--- src/rrp_pkg.sv ---
// Package for the ranging result post-processor.
// Holds payload types, status codes, register indexes and shared constants.
// No dependencies.
package rrp_pkg;

    localparam int DEPTH = 4;
    localparam int PTR_W = 2;
    localparam int CNT_W = 3;
    localparam int DIV_W = 32;

    localparam logic [15:0] TARGET_RESET = 16'd2560;
    localparam logic [11:0] GAIN_RESET   = 12'd2011;
    localparam logic [28:0] GAIN_ROUND   = 29'h0400;
    localparam int          GAIN_SHIFT   = 11;
    localparam logic [15:0] MAX16        = 16'hFFFF;
    localparam logic [15:0] SPAD_MID     = 16'h8000;

    localparam logic [7:0] RAW_HW_A   = 8'd1;
    localparam logic [7:0] RAW_HW_B   = 8'd2;
    localparam logic [7:0] RAW_HW_C   = 8'd3;
    localparam logic [7:0] RAW_SIGNAL = 8'd4;
    localparam logic [7:0] RAW_BOUNDS = 8'd5;
    localparam logic [7:0] RAW_SIGMA  = 8'd6;
    localparam logic [7:0] RAW_WRAP   = 8'd7;
    localparam logic [7:0] RAW_CLIP   = 8'd8;
    localparam logic [7:0] RAW_DONE   = 8'd9;
    localparam logic [7:0] RAW_XTALK  = 8'd12;
    localparam logic [7:0] RAW_MINRNG = 8'd13;
    localparam logic [7:0] RAW_HW_D   = 8'd17;
    localparam logic [7:0] RAW_SYNC   = 8'd18;

    typedef enum logic [0:0] {
        REG_TARGET_RATE = 1'b0,
        REG_RANGE_GAIN  = 1'b1
    } cfg_reg_t;

    typedef enum logic [3:0] {
        CODE_VALID      = 4'd0,
        CODE_SIGMA      = 4'd1,
        CODE_SIGNAL     = 4'd2,
        CODE_MINCLIPPED = 4'd3,
        CODE_BOUNDS     = 4'd4,
        CODE_HARDWARE   = 4'd5,
        CODE_NOWRAP     = 4'd6,
        CODE_WRAP       = 4'd7,
        CODE_XTALK      = 4'd8,
        CODE_SYNC       = 4'd9,
        CODE_MINRANGE   = 4'd10,
        CODE_NONE       = 4'd11
    } range_code_t;

    typedef struct packed {
        logic [7:0]  raw_status;
        logic [7:0]  stream_cnt;
        logic [15:0] effective_spads;
        logic [15:0] peak_rate;
        logic [15:0] ambient_rate;
        logic [15:0] raw_range;
    } in_t;

    typedef struct packed {
        logic [15:0] corr_range;
        range_code_t range_code;
        logic [15:0] requested_spads;
        logic [15:0] peak_rate_out;
        logic [15:0] ambient_rate_out;
    } out_t;

    typedef struct packed {
        logic [15:0] corr_range;
        range_code_t range_code;
        logic [15:0] spads;
        logic [15:0] total;
        logic [15:0] peak;
        logic [15:0] amb;
    } work_t;

    typedef struct packed {
        logic [15:0] corr_range;
        range_code_t range_code;
        logic [15:0] peak;
        logic [15:0] amb;
        logic        mid;
    } side_t;

endpackage

--- src/rrp_front.sv ---
// Front end: gain-corrects the range, maps the status code, sums the rates.
// Depends on rrp_pkg.
module rrp_front
    import rrp_pkg::*;
(
    input  in_t         in_data,
    input  logic [11:0] range_gain,
    output work_t       work
);

    logic [27:0] prod;
    logic [28:0] rounded;
    logic [17:0] scaled;
    logic [16:0] sum;
    range_code_t code;

    assign prod    = 28'(in_data.raw_range) * 28'(range_gain);
    assign rounded = {1'b0, prod} + GAIN_ROUND;
    assign scaled  = rounded[28:GAIN_SHIFT];
    assign sum     = {1'b0, in_data.peak_rate} + {1'b0, in_data.ambient_rate};

    always_comb
    begin
        unique case (in_data.raw_status) inside
            RAW_HW_A, RAW_HW_B, RAW_HW_C, RAW_HW_D: code = CODE_HARDWARE;
            RAW_SIGNAL: code = CODE_SIGNAL;
            RAW_BOUNDS: code = CODE_BOUNDS;
            RAW_SIGMA:  code = CODE_SIGMA;
            RAW_WRAP:   code = CODE_WRAP;
            RAW_CLIP:   code = CODE_MINCLIPPED;
            RAW_DONE:   code = (in_data.stream_cnt == 8'd0) ? CODE_NOWRAP : CODE_VALID;
            RAW_XTALK:  code = CODE_XTALK;
            RAW_MINRNG: code = CODE_MINRANGE;
            RAW_SYNC:   code = CODE_SYNC;
            default:    code = CODE_NONE;
        endcase
    end

    always_comb
    begin
        work.corr_range = (scaled[17:16] != 2'b00) ? MAX16 : scaled[15:0];
        work.range_code = code;
        work.spads      = in_data.effective_spads;
        work.total      = sum[16] ? MAX16 : sum[15:0];
        work.peak       = in_data.peak_rate;
        work.amb        = in_data.ambient_rate;
    end

endmodule

--- config.mk ---
export PLATFORM = sky130hd
export DESIGN_NAME = rrp_front
export DESIGN_NICKNAME = d
export VERILOG_FILES = /design/src/rrp_pkg.sv /design/src/rrp_front.sv
export SDC_FILE = /design/constraint.sdc
export NUM_CORES = 1
export LEC_CHECK = 0
export BUFFER_PORTS_ARGS = -buffer_cell sky130_fd_sc_hd__buf_4
export CORE_MARGIN = 1.5
export CORE_UTILIZATION = 40
export DETAILED_ROUTE_END_ITERATION = 8
export GPL_TIMING_DRIVEN = 0
export MAX_ROUTING_LAYER = met4
export SLEW_MARGIN = 25
export SYNTH_ARGS = -nofsm -noshare
export SYNTH_HDL_FRONTEND = slang
export SYNTH_SLANG_ARGS = --single-unit
--- constraint.sdc ---
create_clock -name vclk -period 10.22
set_input_delay 2.044 -clock vclk [all_inputs]
set_output_delay 2.044 -clock vclk [all_outputs]
set_load 0.02 [all_outputs]
==> results.yml <==
power:
  power_density_nw_per_um2: 304
  ir_worst_vdd_uv: 804
  power_mw: 2.75
  p_leak_nw: 4.79
logic_synthesis:
  avgSynthCellArea_um2: 8.34
  synth_nets: 1231
  synthSimpleGateAreaFrac: 0.179
  synth_compound_area_frac: 0.101
  synthMuxAreaShare: 0.00315
  synthCells: 904
  synth.yosys.warnings: 0
  synthAdderAreaFrac: 0.531
  synth_xor_area_frac: 0.0279
  synth.distinct_cells: 60
  ys_seq_area_frac: 0
  synth_top_family_by_area: "adder cells"
  netlist_area_um2: 7540
layout:
  multi_input_area_um2: 6360
  drive_gt1_frac: 0.226
  antenna_cells: 0
  regArea_um2: 0
  design.seq.count: 0
  num-clock-buffers: 0
  fin_cells: 1292
  area_delta_synth_final_pct: 19.8
  fillCellCount: 1849
  fin_nets: 1387
drt:
  drc: 0
  ant_nets: 0
  drtIter0Drc: 263
  avgRoutedWirePerCell_um: 14.5
  viasPerCell: 4.86
  routed_wl_mm: 18.7
  dr.pass1.iters: 4
  dr_total_vias: 6281
global_routing:
  track_usage: 0.204
  overflow: 0
  grt_pass1_wl_mm: 31.8
  grt_pass1_vias: 6445
  grt_max_degree: 17
  antenna_found_initial: 2
timing:
  finalHoldViolations: 0
  slew_headroom: 0.561
  fmax_mhz: 101
  worst_pin_slew_ps: 658
  fin_ws_ps: 352
  fin_crit_ps: 9870
  finalCritPeriodShare: 0.966
  fin_hold_ws_ps: 4280
  drv_slew: 0
  setup_viol: 0
  rsz0062_at_grt: "false"
min_path:
  hp-class: "input port to output pin"
worst_setup_path:
  crit_path_cell_trace: "buf_4, clkbuf_1, and2_1, fa_1, inv_1, fa_1, fa_1, inv_1, fa_1, fa_1, ha_1, nor3_1, o2bb2ai_1, nor3_2, o211ai_1, buf_4, o21bai_4, a31oi_4, and4b_4, buf_12, o22ai_2, buf_4"
  required_ps: 8180
  start_kind: "input port"
  crit_path_frequent_cell: "fa_1"
  worstPathMaxFanout: 10
  crit_type: "input port to output pin"
  end_kind: "output pin"
  critPathSlowestCell: "fa_1"
  slowest_delay_ps: 530
  cp.arrival_ps: 7820
die:
  fp.dieH_um: 140
  rows: 50
  coreArea_um2: 18600
  dieWidth_um: 140
  die_area_um2: 19700
  num_io_pins: 176
  initial_core_util: 0.406
placed_design:
  place_congestion: 0.852
  dp_hpwl_mm: 16.6
  portBuffers: 159
  place_ws_ps: -430
  dp_cells: 1297
outcome:
  status: "finished, final reports clean"
job:
  max_cap_violations: 0
-- cells in the mapped netlist, types with 3 or more instances --
master,count,area share
fa_1,142,0.38
or4_1,3,0.0030
nor2b_1,6,0.0050
xnor2_1,10,0.012
o211ai_1,3,0.0030
o21bai_1,3,0.0030
ha_1,93,0.15
o21a_1,5,0.0050
inv_1,171,0.085
nand2_1,156,0.078
o21ai_0,19,0.013
a21o_1,14,0.014
xor2_1,14,0.016
o21ai_2,8,0.0093
a31oi_1,4,0.0033
o31ai_1,4,0.0040
buf_4,50,0.050
a21oi_1,19,0.013
clkbuf_1,31,0.015
or3_1,9,0.0075
nand4_1,5,0.0041
and2_1,63,0.052
a211oi_1,5,0.0050
nand3_1,3,0.0020
nor3_1,8,0.0053
nor2_1,17,0.0085
-- what timing repair did --
action                     CTS  global route
setup endpoints to repair   16            16
resized for setup            1             4
hold buffers                 0             0
pin swaps                    1             0
setup buffers                2             1
-- kinds of logic (layout without fill, tap and decap cells) --
family	count (synthesis)	count (layout)
compound gates	104	104
fa+ha+maj	235	235
xor+xnor	24	24
simple gates	283	283
mux	2	2
buf+inv	256	410
-- layer usage --
metal,global-route usage,part of all wire,up-vias
li1,-,-,3072
met1,0.276,0.43,3041
met2,0.351,0.50,156
met3,0.0109,0.049,12
met4,0.0238,0.013,0
met5,-,0,-
-- layout make-up --
type | instances | area share
inverters | 171 | 0.0711
repair buffers | 162 | 0.135
multi-input cells | 648 | 0.704
well taps | 234 | 0.0324
plain buffers | 77 | 0.0576
-- critical path, delay by kind of cell --
kind	cells	cell delay (ps)
compound gates	5	920
fa+ha+maj	6	2760
buf+inv	7	1030
simple gates	4	1050
-- metrics by stage --
step            util  TNS [ps]  cell area, um2
5_1_grt        0.486         0            9030
4_1_cts        0.487         0            9050
3_3_place_gp   0.486     -5550            9030
2_1_floorplan      -         0            7540
6_report       0.486         0            9030
3_5_place_dp   0.486     -5600            9030
-- final timing paths --
check                   start  endpoint  slack (ps)  cells past startpoint
setup / recovery   in_data[9]  work[74]         350                     22
hold / removal    in_data[50]  work[50]        4280                      2
-- power by group --
part / switching [mW] / leakage [nW] / internal (mW)
sequential: 0 / 0 / 0
combinational: 1.54 / 4.79 / 1.21
clock: 0 / 0 / 0
total: 1.54 / 4.79 / 1.21
-- placed cells by master (no fill, tap or decap), types with 6 or more instances in the layout --
| master | count |
|---|---|
| buf_4 | 212 |
| inv_1 | 171 |
| nand2_1 | 156 |
| fa_1 | 142 |
| ha_1 | 93 |
| and2_1 | 63 |
| clkbuf_1 | 21 |
| a21oi_1 | 19 |
| o21ai_0 | 19 |
| nor2_1 | 17 |
| a21o_1 | 14 |
| xor2_1 | 14 |
| xnor2_1 | 10 |
| or3_1 | 9 |
| nor3_1 | 8 |
| o21ai_2 | 8 |
| nor2b_1 | 6 |
Note: power is estimated with default switching activity, not from simulation.
