--- config.mk ---
export PLATFORM = sky130hd
export DESIGN_NAME = rrp_queue
export DESIGN_NICKNAME = d
export VERILOG_FILES = /design/src/rrp_pkg.sv /design/src/rrp_queue.sv
export SDC_FILE = /design/constraint.sdc
export NUM_CORES = 1
export LEC_CHECK = 0
export BUFFER_PORTS_ARGS = -buffer_cell sky130_fd_sc_hd__buf_2
export CORE_MARGIN = 4
export CORE_UTILIZATION = 60
export DETAILED_ROUTE_END_ITERATION = 10
export GPL_TIMING_DRIVEN = 0
export PLACE_DENSITY = 0.83
export SLEW_MARGIN = 10
export SYNTH_ARGS = -nofsm -noshare
export SYNTH_HDL_FRONTEND = slang
export SYNTH_SLANG_ARGS = --single-unit
--- constraint.sdc ---
create_clock -name clk -period 6.36 [get_ports clk]
set_input_delay 1.272 -clock clk [delete_from_list [all_inputs] [get_ports clk]]
set_output_delay 1.272 -clock clk [all_outputs]
set_load 0.05 [all_outputs]
--- src/rrp_pkg.sv ---
// Package for the ranging result post-processor.
// Holds payload types, status codes, register indexes and shared constants.
// No dependencies.
package rrp_pkg;

    localparam int DEPTH = 4;
    localparam int PTR_W = 2;
    localparam int CNT_W = 3;
    localparam int DIV_W = 32;

    localparam logic [15:0] TARGET_RESET = 16'd2560;
    localparam logic [11:0] GAIN_RESET   = 12'd2011;
    localparam logic [28:0] GAIN_ROUND   = 29'h0400;
    localparam int          GAIN_SHIFT   = 11;
    localparam logic [15:0] MAX16        = 16'hFFFF;
    localparam logic [15:0] SPAD_MID     = 16'h8000;

    localparam logic [7:0] RAW_HW_A   = 8'd1;
    localparam logic [7:0] RAW_HW_B   = 8'd2;
    localparam logic [7:0] RAW_HW_C   = 8'd3;
    localparam logic [7:0] RAW_SIGNAL = 8'd4;
    localparam logic [7:0] RAW_BOUNDS = 8'd5;
    localparam logic [7:0] RAW_SIGMA  = 8'd6;
    localparam logic [7:0] RAW_WRAP   = 8'd7;
    localparam logic [7:0] RAW_CLIP   = 8'd8;
    localparam logic [7:0] RAW_DONE   = 8'd9;
    localparam logic [7:0] RAW_XTALK  = 8'd12;
    localparam logic [7:0] RAW_MINRNG = 8'd13;
    localparam logic [7:0] RAW_HW_D   = 8'd17;
    localparam logic [7:0] RAW_SYNC   = 8'd18;

    typedef enum logic [0:0] {
        REG_TARGET_RATE = 1'b0,
        REG_RANGE_GAIN  = 1'b1
    } cfg_reg_t;

    typedef enum logic [3:0] {
        CODE_VALID      = 4'd0,
        CODE_SIGMA      = 4'd1,
        CODE_SIGNAL     = 4'd2,
        CODE_MINCLIPPED = 4'd3,
        CODE_BOUNDS     = 4'd4,
        CODE_HARDWARE   = 4'd5,
        CODE_NOWRAP     = 4'd6,
        CODE_WRAP       = 4'd7,
        CODE_XTALK      = 4'd8,
        CODE_SYNC       = 4'd9,
        CODE_MINRANGE   = 4'd10,
        CODE_NONE       = 4'd11
    } range_code_t;

    typedef struct packed {
        logic [7:0]  raw_status;
        logic [7:0]  stream_cnt;
        logic [15:0] effective_spads;
        logic [15:0] peak_rate;
        logic [15:0] ambient_rate;
        logic [15:0] raw_range;
    } in_t;

    typedef struct packed {
        logic [15:0] corr_range;
        range_code_t range_code;
        logic [15:0] requested_spads;
        logic [15:0] peak_rate_out;
        logic [15:0] ambient_rate_out;
    } out_t;

    typedef struct packed {
        logic [15:0] corr_range;
        range_code_t range_code;
        logic [15:0] spads;
        logic [15:0] total;
        logic [15:0] peak;
        logic [15:0] amb;
    } work_t;

    typedef struct packed {
        logic [15:0] corr_range;
        range_code_t range_code;
        logic [15:0] peak;
        logic [15:0] amb;
        logic        mid;
    } side_t;

endpackage

--- src/rrp_queue.sv ---
// Short queue between front and back ends.
// Depends on rrp_pkg.
module rrp_queue
    import rrp_pkg::*;
(
    input  logic  clk,
    input  logic  rst_n,
    input  logic  push,
    input  work_t push_data,
    output logic  full,
    input  logic  pop,
    output logic  pop_valid,
    output work_t pop_data
);

    work_t            mem_reg [DEPTH];
    logic [PTR_W-1:0] wr_ptr_reg, wr_ptr_next;
    logic [PTR_W-1:0] rd_ptr_reg, rd_ptr_next;
    logic [CNT_W-1:0] count_reg, count_next;
    logic             do_push, do_pop;

    assign full      = (count_reg == CNT_W'(DEPTH));
    assign pop_valid = (count_reg != '0);
    assign do_push   = push && !full;
    assign do_pop    = pop && pop_valid;
    assign pop_data  = mem_reg[rd_ptr_reg];

    assign wr_ptr_next = do_push ? wr_ptr_reg + 1'b1 : wr_ptr_reg;
    assign rd_ptr_next = do_pop ? rd_ptr_reg + 1'b1 : rd_ptr_reg;
    assign count_next  = count_reg + CNT_W'(do_push) - CNT_W'(do_pop);

    always_ff @(posedge clk or negedge rst_n)
    begin
        if (!rst_n)
        begin
            wr_ptr_reg <= '0;
            rd_ptr_reg <= '0;
            count_reg  <= '0;
        end
        else
        begin
            wr_ptr_reg <= wr_ptr_next;
            rd_ptr_reg <= rd_ptr_next;
            count_reg  <= count_next;
        end
    end

    always_ff @(posedge clk)
    begin
        if (do_push)
        begin
            mem_reg[wr_ptr_reg] <= push_data;
        end
    end

    a_count_bound: assert property (@(posedge clk) disable iff (!rst_n)
        count_reg <= CNT_W'(DEPTH))
        else $error("queue count beyond depth");

    a_ptr_count: assert property (@(posedge clk) disable iff (!rst_n)
        (PTR_W'(wr_ptr_reg - rd_ptr_reg) == count_reg[PTR_W-1:0]))
        else $error("queue pointers disagree with count");

    a_push_only: assert property (@(posedge clk) disable iff (!rst_n)
        (do_push && !do_pop) |=> (count_reg == $past(count_reg) + 1'b1))
        else $error("queue count not advanced on push");

endmodule

==> results.json <==
{
  "wire_per_inst_um": 23.6,
  "cp_slowest_cell": "dfrtp_1",
  "criticalPathCategory": "reg2out",
  "die_width_um": 153,
  "crit_top_cell": "buf_2",
  "synth_top_family_by_area": "multiplexers",
  "clkTransAtPathRegs_ps": 60,
  "cpLargestDelayFamily": "buffers and inverters",
  "hold_viol_final": 0,
  "path_buf_inv": 3,
  "critPathCaptureType": "primary output",
  "tns_ps": 0,
  "ant_nets": 0,
  "port_buffers": 173,
  "grtUsageTotal": 0.205,
  "synthCells": 479,
  "rsz0062_at_grt": "false",
  "cts_tree": "built",
  "antenna_found_initial": 1,
  "ys_types": 22,
  "htree_num_levels": 2,
  "synth_compound_area_frac": 0.00258,
  "cts_hold_repair.buffers": 0,
  "p_leak_nw": 5.22,
  "rows": 52,
  "maxCapViolations": 0,
  "core-area_um2": 20500,
  "fmax_mhz": 292,
  "area_growth_syn_to_layout_pct": 19.9,
  "ir_drop_uv": 327,
  "fillers": 1142,
  "ys.warnings.count": 0,
  "synth_nets": 574,
  "fin_crit_ps": 3430,
  "drv_slew": 0,
  "vias": 5787,
  "multi_input_area_um2": 2170,
  "place_congestion": 0.756,
  "clockBufferDepth": 3,
  "cts_root_buffer": "clkbuf_16",
  "outcome": "completed",
  "post-route-drc-count": 0,
  "floorplan.die_area_um2": 23400,
  "synth-simple-area-share": 0.00832,
  "max_stage_delay_ps": 380,
  "synthesis.area_um2": 12600,
  "grt.overflow.total": 0,
  "synth-xor-area-share": 0.00277,
  "clkSinkCount": 343,
  "drtPass1Iterations": 4,
  "cts_buffers": 35,
  "synth_mux_area_frac": 0.150,
  "drtIter0Drc": 415,
  "post-route-util": 0.739,
  "largest_register_ffs": 336,
  "place_ws_ps": 3420,
  "hpwl_um": 14600,
  "cts_resized": 0,
  "crit_arrival_ps": 2160,
  "clock_latency_ps": 500,
  "synth-adder-area-share": 0.00753,
  "switching_share": 0.376,
  "worst_slack_ps": 2930,
  "routed_wl_um": 23400,
  "fin_crit_sh": 0.539,
  "grt_pass1_vias": 6364,
  "slew_headroom": 0.573,
  "internal_power_w": 0.00522,
  "whs_ps": 598,
  "final_common_cell": "edfxtp_1",
  "die_h_um": 153,
  "setup_viol": 0,
  "nets": 792,
  "via_per_inst": 5.83,
  "drive_gt1_frac": 0.461,
  "pwr-share-seq": 0.371,
  "p_comb_frac": 0.392,
  "grt_pass1_wl_um": 36700,
  "path_cells": "buf_2 -> buf_2 -> mux4_2 -> buf_2",
  "finalClockSkew_ps": 11.4,
  "start_util": 0.616,
  "clockPowerShare": 0.237,
  "crit_fanout": 10,
  "post-cts-setup-buffers": 0,
  "worstPathRequired_ps": 5090,
  "power.density_cell_area_nw_per_um2": 552,
  "ioPinCount": 174,
  "final_cell_mix": "336 x edfxtp_1, 179 x buf_2, 84 x mux4_2",
  "p_switching_w": 0.00314,
  "yosysSeqAreaShare": 0.813,
  "area.sequential_um2": 10300,
  "tightest_slew_ps": 641,
  "power_w": 0.00836,
  "grt_max_degree": 36,
  "synth-seq-cells": 343,
  "avgSynthCellArea_um2": 26.4,
  "startpoint_type": "flop",
  "worstHoldPathType": "in2async"
}
[worst register-to-register path, stage by stage, from the launching register on]
cell      delay, ps
dfrtp_1         490
nor3b_2         480
nand2b_1        180
ha_1            230
inv_1            70
ha_1            130
inv_1            50
fa_1            400
xnor2_1         220
xnor2_1         160
[power by group through the flow]
stage	clock, W	sequential (W)	combinational, W
finish	0.00198	0.00310	0.00328
global route	0.00214	0.00313	0.00344
CTS	0.00202	0.00311	0.00334
detailed placement	0	0.00315	0.00331
global placement	0	0.00318	0.00319
floorplan	0	0.00313	0.00254
[synthesized netlist by cell type (all sizes together)]
cell type,instances,area (um2)
xor2,1,8.76
dfrtp,7,175
nand2,1,3.75
o31a,1,8.76
xnor2,3,26.3
nand2b,4,25.0
nand4bb,2,22.5
o211ai,2,15.0
mux4,84,1890
inv,5,18.8
and3b,4,35.0
edfxtp,336,10100
o311ai,1,8.76
nor3b,1,12.5
buf,19,183
or3,1,6.26
ha,6,75.1
fa,1,20.0
[metrics by stage]
stage	cell area (um2)	instances
after floorplan	12600	479
after global placement	13800	922
after detailed placement	14000	930
after CTS	15100	992
after global routing	15100	992
final	15100	993
[cells by family (layout without fill, tap and decap cells)]
group	count (synthesis)	in the layout
AOI/OAI and AO/OA	4	4
xor gates and xnor gates	4	4
adders and majority gates	7	7
buffers and inverters	24	267
DFF	343	343
muxes	84	84
other	0	1
and+or+nand+nor	13	13
[worst paths after layout]
| path | end | startpoint | cells past startpoint | slack (ps) |
|---|---|---|---|---|
| setup / recovery | pop_data[28] | rd_ptr_reg[1]$_DFFE_PN0P_ | 4 | 2930 |
| hold / removal | count_reg[0]$_DFF_PN0_ | rst_n | 1 | 600 |
| setup reg to reg | count_reg[2]$_DFF_PN0_ | count_reg[1]$_DFF_PN0_ | 9 | 3870 |
| hold reg to reg | wr_ptr_reg[0]$_DFFE_PN0P_ | wr_ptr_reg[0]$_DFFE_PN0P_ | 2 | 650 |
| max in group asynchronous | rd_ptr_reg[0]$_DFFE_PN0P_ | rst_n | 1 | 5600 |
| min in group clk | wr_ptr_reg[0]$_DFFE_PN0P_ | wr_ptr_reg[0]$_DFFE_PN0P_ | 2 | 650 |
[metal layers]
layer  part of all wire  track usage  wire [um]  vias to the layer above
met5            0.00030            0          7                        -
met3              0.069       0.0526       1620                       43
met2               0.53        0.350      12400                      198
li1                   -            -          -                     2511
met4              0.019       0.0598        454                        2
met1               0.38        0.264       8880                     3033
[layout make-up]
class | count | share of cell area
Sequential cell | 343 | 0.678
Multi-Input combinational cell | 112 | 0.144
Timing Repair Buffer | 181 | 0.0678
Clock buffer | 51 | 0.0659
Tap cell | 270 | 0.0223
Buffer | 19 | 0.0121
Clock inverter | 11 | 0.00892
Inverter | 5 | 0.00124
Antenna cell | 1 | 0.000165
Note: power is estimated with default switching activity, not from simulation.
